File: src/hdl/ssq_pkg.sv
// Shared types and constants of the stable sorted priority queue unit.
// Used by the controller, the datapath, the top level and the checker.
package ssq_pkg;

	localparam int DEPTH      = 16;
	localparam int PRIO_WIDTH = 16;
	localparam int DATA_WIDTH = 32;
	localparam int CNT_W      = $clog2(DEPTH + 1);

	// Lowest representable priority; a cut-in saturates here.
	localparam logic signed [PRIO_WIDTH-1:0] PRIO_MIN = {1'b1, {(PRIO_WIDTH-1){1'b0}}};

	typedef enum logic [1:0] {
		CMD_INSERT = 2'd0,
		CMD_REMOVE = 2'd1,
		CMD_CUT_IN = 2'd2,
		CMD_QUERY  = 2'd3
	} cmd_t;

	typedef enum logic [1:0] {
		ST_OK    = 2'd0,
		ST_EMPTY = 2'd1,
		ST_FULL  = 2'd2
	} status_t;

	typedef struct packed {
		cmd_t                          cmd;
		logic signed [PRIO_WIDTH-1:0]  prio;
		logic signed [DATA_WIDTH-1:0]  payload;
	} ssq_in_t;

	typedef struct packed {
		logic signed [DATA_WIDTH-1:0]  removed_data;
		logic signed [DATA_WIDTH-1:0]  tail_data;
		logic signed [DATA_WIDTH-1:0]  middle_data;
		logic [CNT_W-1:0]              entry_count;
		logic                          is_empty;
		status_t                       status;
	} ssq_out_t;

	// Commands from the controller to the datapath.
	typedef struct packed {
		logic update;
		logic report;
	} ssq_ctl_t;

endpackage

File: src/hdl/ssq_ctrl.sv
// Controller of the sorted priority queue: sequences the update and report cycles.
// Depends on ssq_pkg.
module ssq_ctrl import ssq_pkg::*; (
	input  logic     clk,
	input  logic     arst_n,
	input  logic     start,
	output logic     busy,
	output ssq_ctl_t ctl,
	output logic     done
);

	typedef enum logic {
		S_IDLE,
		S_REPORT
	} state_t;

	state_t state_q;
	logic   done_q;

	// A beat is taken only in the idle state; the report cycle follows it.
	always_ff @(posedge clk or negedge arst_n) begin
		if (!arst_n) begin
			state_q <= S_IDLE;
			done_q  <= 1'b0;
		end else begin
			done_q <= (state_q == S_REPORT);
			unique case (state_q)
				S_IDLE: begin
					if (start) begin
						state_q <= S_REPORT;
					end
				end
				S_REPORT: begin
					state_q <= S_IDLE;
				end
				default: begin
					state_q <= S_IDLE;
				end
			endcase
		end
	end

	// Commands and status toward the datapath and the ports.
	always_comb begin
		busy       = (state_q == S_REPORT);
		ctl.update = start && (state_q == S_IDLE);
		ctl.report = (state_q == S_REPORT);
		done       = done_q;
	end

endmodule

File: src/hdl/ssq_datapath.sv
// Datapath of the sorted priority queue: a row of compare-and-shift cells,
// the fill count and the result register. Depends on ssq_pkg.
module ssq_datapath import ssq_pkg::*; (
	input  logic     clk,
	input  logic     arst_n,
	input  ssq_ctl_t ctl,
	input  ssq_in_t  item,
	output ssq_out_t result
);

	logic signed [PRIO_WIDTH-1:0] prio_q [DEPTH];
	logic signed [DATA_WIDTH-1:0] data_q [DEPTH];
	logic signed [PRIO_WIDTH-1:0] prio_d [DEPTH];
	logic signed [DATA_WIDTH-1:0] data_d [DEPTH];
	logic [CNT_W-1:0]             cnt_q;
	logic [CNT_W-1:0]             cnt_d;
	status_t                      status_q;
	status_t                      status_d;
	logic signed [DATA_WIDTH-1:0] removed_q;
	logic signed [DATA_WIDTH-1:0] removed_d;
	logic [DEPTH-1:0]             ahead;
	logic                         empty;
	logic                         full;
	logic                         do_ins;
	logic                         do_rem;
	logic                         do_cut;
	logic signed [PRIO_WIDTH-1:0] cut_prio;
	logic signed [DATA_WIDTH-1:0] tail_sel;
	logic signed [DATA_WIDTH-1:0] mid_sel;
	ssq_out_t                     result_q;

	// Each cell compares its own priority with the incoming one.
	always_comb begin
		for (int i = 0; i < DEPTH; i++) begin
			ahead[i] = (CNT_W'(i) < cnt_q) && (prio_q[i] <= item.prio);
		end
	end

	// Operation decode and the outcome status.
	always_comb begin
		empty    = (cnt_q == '0);
		full     = (cnt_q == CNT_W'(DEPTH));
		do_ins   = (item.cmd == CMD_INSERT) && !full;
		do_rem   = (item.cmd == CMD_REMOVE) && !empty;
		do_cut   = (item.cmd == CMD_CUT_IN) && !empty && !full;
		cut_prio = (prio_q[0] == PRIO_MIN) ? prio_q[0] : prio_q[0] - PRIO_WIDTH'(1);
		status_d = ST_OK;
		case (item.cmd)
			CMD_INSERT: status_d = full ? ST_FULL : ST_OK;
			CMD_REMOVE: status_d = empty ? ST_EMPTY : ST_OK;
			CMD_CUT_IN: begin
				if (empty) begin
					status_d = ST_EMPTY;
				end else if (full) begin
					status_d = ST_FULL;
				end
			end
			default: status_d = ST_OK;
		endcase
		cnt_d = cnt_q;
		if (do_ins || do_cut) begin
			cnt_d = cnt_q + CNT_W'(1);
		end else if (do_rem) begin
			cnt_d = cnt_q - CNT_W'(1);
		end
		removed_d = do_rem ? data_q[0] : '0;
	end

	// Next cell contents: keep, take the new entry, or shift by one place.
	always_comb begin
		for (int i = 0; i < DEPTH; i++) begin
			prio_d[i] = prio_q[i];
			data_d[i] = data_q[i];
		end
		if (do_ins) begin
			if (!ahead[0]) begin
				prio_d[0] = item.prio;
				data_d[0] = item.payload;
			end
			for (int i = 1; i < DEPTH; i++) begin
				if (!ahead[i]) begin
					if (ahead[i-1]) begin
						prio_d[i] = item.prio;
						data_d[i] = item.payload;
					end else begin
						prio_d[i] = prio_q[i-1];
						data_d[i] = data_q[i-1];
					end
				end
			end
		end else if (do_cut) begin
			prio_d[0] = cut_prio;
			data_d[0] = item.payload;
			for (int i = 1; i < DEPTH; i++) begin
				prio_d[i] = prio_q[i-1];
				data_d[i] = data_q[i-1];
			end
		end else if (do_rem) begin
			for (int i = 0; i < DEPTH - 1; i++) begin
				prio_d[i] = prio_q[i+1];
				data_d[i] = data_q[i+1];
			end
		end
	end

	// Cell storage holds only priorities and payloads and needs no reset.
	always_ff @(posedge clk) begin
		if (ctl.update) begin
			for (int i = 0; i < DEPTH; i++) begin
				prio_q[i] <= prio_d[i];
				data_q[i] <= data_d[i];
			end
		end
	end

	// Fill count and per-beat outcome.
	always_ff @(posedge clk or negedge arst_n) begin
		if (!arst_n) begin
			cnt_q     <= '0;
			status_q  <= ST_OK;
			removed_q <= '0;
		end else if (ctl.update) begin
			cnt_q     <= cnt_d;
			status_q  <= status_d;
			removed_q <= removed_d;
		end
	end

	// Tail and middle pick: each cell matches its own index against the count.
	always_comb begin
		tail_sel = '0;
		mid_sel  = '0;
		for (int i = 0; i < DEPTH; i++) begin
			if (cnt_q == CNT_W'(i + 1)) begin
				tail_sel = tail_sel | data_q[i];
			end
			if (!empty && ((cnt_q >> 1) == CNT_W'(i))) begin
				mid_sel = mid_sel | data_q[i];
			end
		end
	end

	// Result register, loaded in the report cycle.
	always_ff @(posedge clk) begin
		if (ctl.report) begin
			result_q.removed_data <= removed_q;
			result_q.tail_data    <= tail_sel;
			result_q.middle_data  <= mid_sel;
			result_q.entry_count  <= cnt_q;
			result_q.is_empty     <= empty;
			result_q.status       <= status_q;
		end
	end

	assign result = result_q;

endmodule

File: src/hdl/stable_sorted_priority_queue_unit.sv
// Stable sorted priority queue of DEPTH entries with a start/busy command port.
// An accepted beat (start high, busy low) updates the queue at that edge; busy
// is then high for one cycle, and the result appears with done high for exactly
// one cycle right after that, when busy is low and a new beat can be taken. The
// steps are the cell update and the registered tail/middle selection.
// The receiver cannot stall: a result not taken in its done cycle is gone.
// Depends on ssq_pkg, ssq_ctrl and ssq_datapath.
module stable_sorted_priority_queue_unit import ssq_pkg::*; (
	input  logic     clk,
	input  logic     arst_n,
	input  logic     start,
	input  ssq_in_t  item,
	output logic     busy,
	output logic     done,
	output ssq_out_t result
);

	ssq_ctl_t ctl;

	// Sequencing of update and report cycles.
	ssq_ctrl u_ctrl (
		.clk    (clk),
		.arst_n (arst_n),
		.start  (start),
		.busy   (busy),
		.ctl    (ctl),
		.done   (done)
	);

	// Cells, count and result register.
	ssq_datapath u_datapath (
		.clk    (clk),
		.arst_n (arst_n),
		.ctl    (ctl),
		.item   (item),
		.result (result)
	);

endmodule

File: config.mk
export PLATFORM = sky130hd
export DESIGN_NAME = stable_sorted_priority_queue_unit
export DESIGN_NICKNAME = d
export VERILOG_FILES = /design/src/hdl/ssq_pkg.sv /design/src/hdl/ssq_ctrl.sv /design/src/hdl/ssq_datapath.sv /design/src/hdl/stable_sorted_priority_queue_unit.sv
export SDC_FILE = /design/constraint.sdc
export NUM_CORES = 2
export LEC_CHECK = 0
export BUFFER_PORTS_ARGS = -buffer_cell sky130_fd_sc_hd__clkbuf_2
export CAP_MARGIN = 5
export CORE_MARGIN = 4
export CORE_UTILIZATION = 40
export DETAILED_ROUTE_END_ITERATION = 10
export PLACE_DENSITY_LB_ADDON = 0.08
export SLEW_MARGIN = 10
export SYNTH_ARGS = -nofsm -noshare
export SYNTH_HDL_FRONTEND = slang
export SYNTH_HIERARCHICAL = 1
export SYNTH_SLANG_ARGS = --single-unit
File: constraint.sdc
create_clock -name clk -period 9.1 [get_ports clk]
set_input_delay 0.455 -clock clk [delete_from_list [all_inputs] [get_ports clk]]
set_output_delay 0.455 -clock clk [all_outputs]
set_load 0.005 [all_outputs]
Yosys cells after proc, flatten, opt, wreduce, memory -nomap -nowiden --
Memory sizes are Yosys's and may differ from the RTL's. Index checks and enable logic that the tools add are counted.
Word-level totals: output and inout port bits 106, flip-flop bits (word level) 145, bits in read-only memories 0, memories 2, logic and storage cells 272, bits in writable memories 768, bits in latches 0
Memories:
- u_datapath.data_q | words 16, width 32, rd ports 16, clocked after memory_dff 0, write ports 16, line ssq_datapath.sv:12 | logic signed [DATA_WIDTH-1:0] data_q [DEPTH];
- u_datapath.prio_q | words 16, width 16, rd ports 16, clocked after memory_dff 0, write ports 16, line ssq_datapath.sv:11 | logic signed [PRIO_WIDTH-1:0] prio_q [DEPTH];
Operators by class: equal/unequal tests 34, multiplexer cells 114, divide/modulo/power cells 0, reduce and logical (&&, ||, !) cells 45, $mul 0, shifts and indexed selects 0, add/sub/neg operators 3, bitwise operators 31, magnitude comparators 32
Operators with widths (count):
- 2-to-1 mux 32 bit | 65
- 2-to-1 mux 480 bit | 2
- OR 32 bit | 30
- 2-to-1 mux 16 bit | 33
- 2-to-1 mux 512 bit | 1
- 2-to-1 mux 240 bit | 2
- <= comparator 16 bit | 16
- 2-to-1 mux 256 bit | 1
- == test 5 x 4 -> 1 bit, second input constant | 8
- less-than comparator 4 x 5 -> 1 bit, first input constant | 8
- logical AND 1 bit | 37
- == test 4 bit, second input constant | 8
- == test 5 x 3 -> 1 bit, second input constant | 4
- less-than comparator 3 x 5 -> 1 bit, first input constant | 4
- == test 16 bit, second input constant | 1
- == test 4 x 3 -> 1 bit, second input constant | 4
- subtractor 16 x 2 -> 16 bit, second input constant | 1
- == test 5 x 2 -> 1 bit, second input constant | 2
- zero test 5 bit | 2
- less-than comparator 1 x 5 -> 1 bit, first input constant | 2
- less-than comparator 2 x 5 -> 1 bit, first input constant | 2
- 2-to-1 mux 5 bit | 2
- == test 4 x 2 -> 1 bit, second input constant | 2
- case mux 2 bit (3 select lines) | 1
- other kinds (16) | 21

Logic depth before layout (Yosys ltp) --
word-level depth 34, gate-level depth with buffers 13

By module --
Netlist, hierarchy kept.
Modules (own cells, without submodules):
- ssq_datapath | instances 1, cells an instance 4854, sequential area each 27161.0 um^2, area an instance 54811.3 um^2
- ssq_ctrl | instances 1, cells an instance 4, sequential area each 50.0 um^2, area an instance 71.3 um^2

Worst setup path after synthesis --
OpenSTA, ideal clock, no wires.
path kind input -> register, from input port item[47] (netlist name), to memory u_datapath.data_q[15][0] (netlist: u_datapath/data_q[1][224]) (enable), buffers on the path 1, data required time 8.580 ns, library setup time 0.520 ns, cell stages on the path 10, slack 2.503 ns, arrival 6.077 ns, cell sequence clkbuf_1 > inv_1 > ha_1 > and4_1 > nand2_1 > or4b_2 > a21oi_1 > a2111oi_0 > mux2i_1 > o21ai_0
RTL lines:
- start, declared | line stable_sorted_priority_queue_unit.sv:12 | input ssq_in_t item,
- end, declared | line ssq_datapath.sv:12

==> metrics.md <==
| Metric | Value |
|---|---|
| Crit path kind | register to register |
| Final worst path period share | 65.42% |
| Antenna violations before repair | 20 |
| Num ports | 159 |
| CTS resizes | 0 |
| CP Capture Type | register |
| Synth top area share | 47.71% |
| Post-synth top flop | edfxtp_1 |
| Site Rows | 135 |
| Layout Skew | 0.05910 ns |
| Clk root buf | clkbuf_16 |
| Final setup vio count | 0 |
| Yosys reg bits | 913 |
| Nets | 5082 |
| CTS Buffer Depth | 3 |
| I/O Buffers | 158 |
| Yosys cell types | 71 |
| Maximum clock rate | 168.0 MHz |
| Synth area leaders | edfxtp_1 (48%), a221o_1 (8.6%), ha_1 (6.0%), a22o_1 (5.3%), mux2i_1 (2.8%) |
| Final wirelength | 254800 um |
| WL/cell | approximately 38 um |
| Slew @ Worst Pin | 1.255 ns |
| Synth async-reset ratio | 4.491% |
| Hold Path Class | primary input to register |
| Detailed-route vias per instance | around 7.4 |
| Die Width | 378.4 um |
| Die area | 0.1432 mm2 |
| CTS Buf Count | 107 |
| CTS tree | built |
| Core Region | 0.1358 mm2 |
| DR vias | 48950 |
| Overflow after GRT | 0 |
| EDFF count, synth | between 800 and 900 |
| Place WS | about 3.4 ns |
| Sequential cell area fraction in the yosys report | between 40% and 50% |
| CP arrival | 6.39 ns |
| First-pass GRT wire length | 355100 um |
| GP Congestion | 0.8826 |
| Top cells by count, synth | edfxtp_1 (872), a221o_1 (469), nor2_1 (382), clkbuf_1 (359), nand2_1 (345) |
| Largest net degree at the start of global routing | 168 |
| Initial Utilization | 40.41% |
| Max-cap violation count | 0 |
| Final Max Slew Viols | 0 |
| Iter 0 DRT Violations | approximately 8000 |
| Post-synthesis instance area | 0.05488 mm2 |
| Final hold vios | 0 |
| Warnings, synthesis | 6 |
| Syn Inst Count | 4858 |
| TritonRoute pass-1 iters | 9 |
| Setup Buffers After CTS | 0 |
| Count leader, synth | edfxtp_1 |
| H-tree depth | 3 |
| Clock period minus worst slack | 5.953 ns |
| Leakage | 22.03 nW |
| Crit Path Max Fanout | 72 |
| Slew headroom | 16.12% |
| Layout cell share with drive strength beyond 1 | 12.49% |
| WP data required | about 9.5 ns |
| Area Growth Syn to Fin | 11.58% |
| DRC violations left | 0 |
| Worst vdd ir | 0.0002152 V |
| Synth Net Count | 5173 |
| RSZ-0062 raised after global routing | false |
| Mean Syn Cell Area | 11.30 um2 |
| Total Neg Setup Slack | 0 ns |
| DRT antenna net count | 0 |
| Vias in the first global route | 46370 |
| PnR worst setup slack | 3.147 ns |
| Status | completed |
| Clk_lat worst skew | a little under 0.8 ns |
| CP Launch Type | register |
| Clk sinks | ~900 |
| Die Height | about 380 um |
| Pwr Total | 18.67 mW |
| Pwr/cell area | 304.9 mW/mm2 |
| Post-synth top area cell | edfxtp_1 |
| Clk slew on worst S/H paths | 0.06 ns |
| Gr usage total | 34.46% |
| Dpl hpwl | 148800 um |
## critical path, stage by stage (launching register included)
cell and delay, ns:
dfrtp_4 0.92, clkinv_1 0.53, ha_1 0.55, a31o_4 0.37, nor2_4 0.44, buf_4 0.53
o221ai_1 0.27, a31oi_4 0.70, buf_4 0.92, o21ai_0 0.25
## layout by cell type, fill, tap and decap left out, types with 68 or more instances in the layout
cell         n
a21oi_1    153
a221o_1    469
a221oi_1   152
a222oi_1    80
a22o_1     335
and2_1      82
buf_4      130
clkbuf_16  109
clkbuf_2   158
edfxtp_1   872
ha_1       262
inv_1       74
mux2i_1    151
nand2_1    340
nand3_1     98
nor2_1     342
nor3_1      68
o21ai_0    108
o32ai_1     95
## cell type report
cell class                      instances  area (um2)
Timing Repair Buffer                  291        1817
Tap cell                             1781        2228
Clock inverter                         69       812.0
Antenna cell                            8       20.02
Clock buffer                          133        2878
Fill cell                           12580       74570
Inverter                               75       281.5
Multi-Input combinational cell       3379       25980
Sequential cell                       913       27220
## path summary, 6_finish.rpt
check / from / to / slack, ns / cells past startpoint
min in group asynchronous: arst_n / u_ctrl/done / 0.38 / 3
setup / recovery: u_datapath/cnt_q[1] / u_datapath/data_q[1][134] / 3.15 / 9
hold / removal: item[4] / u_datapath/data_q[0][4] / 0.25 / 3
max in group asynchronous: arst_n / u_ctrl/busy / 8.06 / 3
hold reg to reg: u_datapath/removed_q[17] / u_datapath/result[89] / 0.44 / 0
setup reg to reg: u_datapath/cnt_q[1] / u_datapath/data_q[1][134] / 3.15 / 9
## sequential cells by signal, indices dropped and copies added, names as in the netlist
signal / cells
u_datapath/status_q: 2
u_ctrl/busy: 1
u_datapath/prio_q: 256
u_ctrl/done: 1
u_datapath/removed_q: 32
u_datapath/cnt_q: 5
u_datapath/result: 104
u_datapath/data_q: 512
## cells by family (layout without fill, tap and decap cells)
| group | after synthesis | in the layout | share of synthesized area [%] |
|---|---|---|---|
| simple gates | 1187 | 1187 | 10.11 |
| buf+inv | 566 | 568 | 4.192 |
| flops | 913 | 913 | 49.58 |
| compound gates | 1705 | 1705 | 25.95 |
| xor+xnor | 24 | 24 | 0.4172 |
| other cells | 0 | 8 | 0 |
| fa+ha+maj | 262 | 262 | 5.973 |
| mux | 201 | 201 | 3.780 |
## layer usage
metal / global-route usage [%] / share of wire (%)
met5: 0 / 0.010
met3: 10.81 / 14
met1: 47.39 / 40
met4: 13.93 / 4.5
met2: 50.35 / 42
## stage by stage
| step | std cells | hold slack [ns] | utilization, % | area, um2 |
|---|---|---|---|---|
| 2_1_floorplan | 4858 | 0.1594 | - | 54880 |
| 3_3_place_gp | 6438 | 0.4316 | 42.35 | 57520 |
| 3_5_place_dp | 6438 | 0.4324 | 42.35 | 57520 |
| 4_1_cts | 6641 | 0.2025 | 45.08 | 61220 |
| 5_1_grt | 6642 | 0.2747 | 45.08 | 61220 |
| 6_report | 6649 | 0.2544 | 45.09 | 61240 |
## power by group
part,internal (mW),leakage (nW),switching [mW]
Sequential,5.88,8.72,0.787
Combinational,2.40,11.5,4.99
Clock,2.67,1.79,1.94
## timing repair
item / 4_1_cts / 5_1_grt
hold buffers: 1 / 0
hold endpoints to repair: 41 / 0
setup endpoints to repair: 0 / 0
No activity file was read; power rests on OpenSTA's default activity.
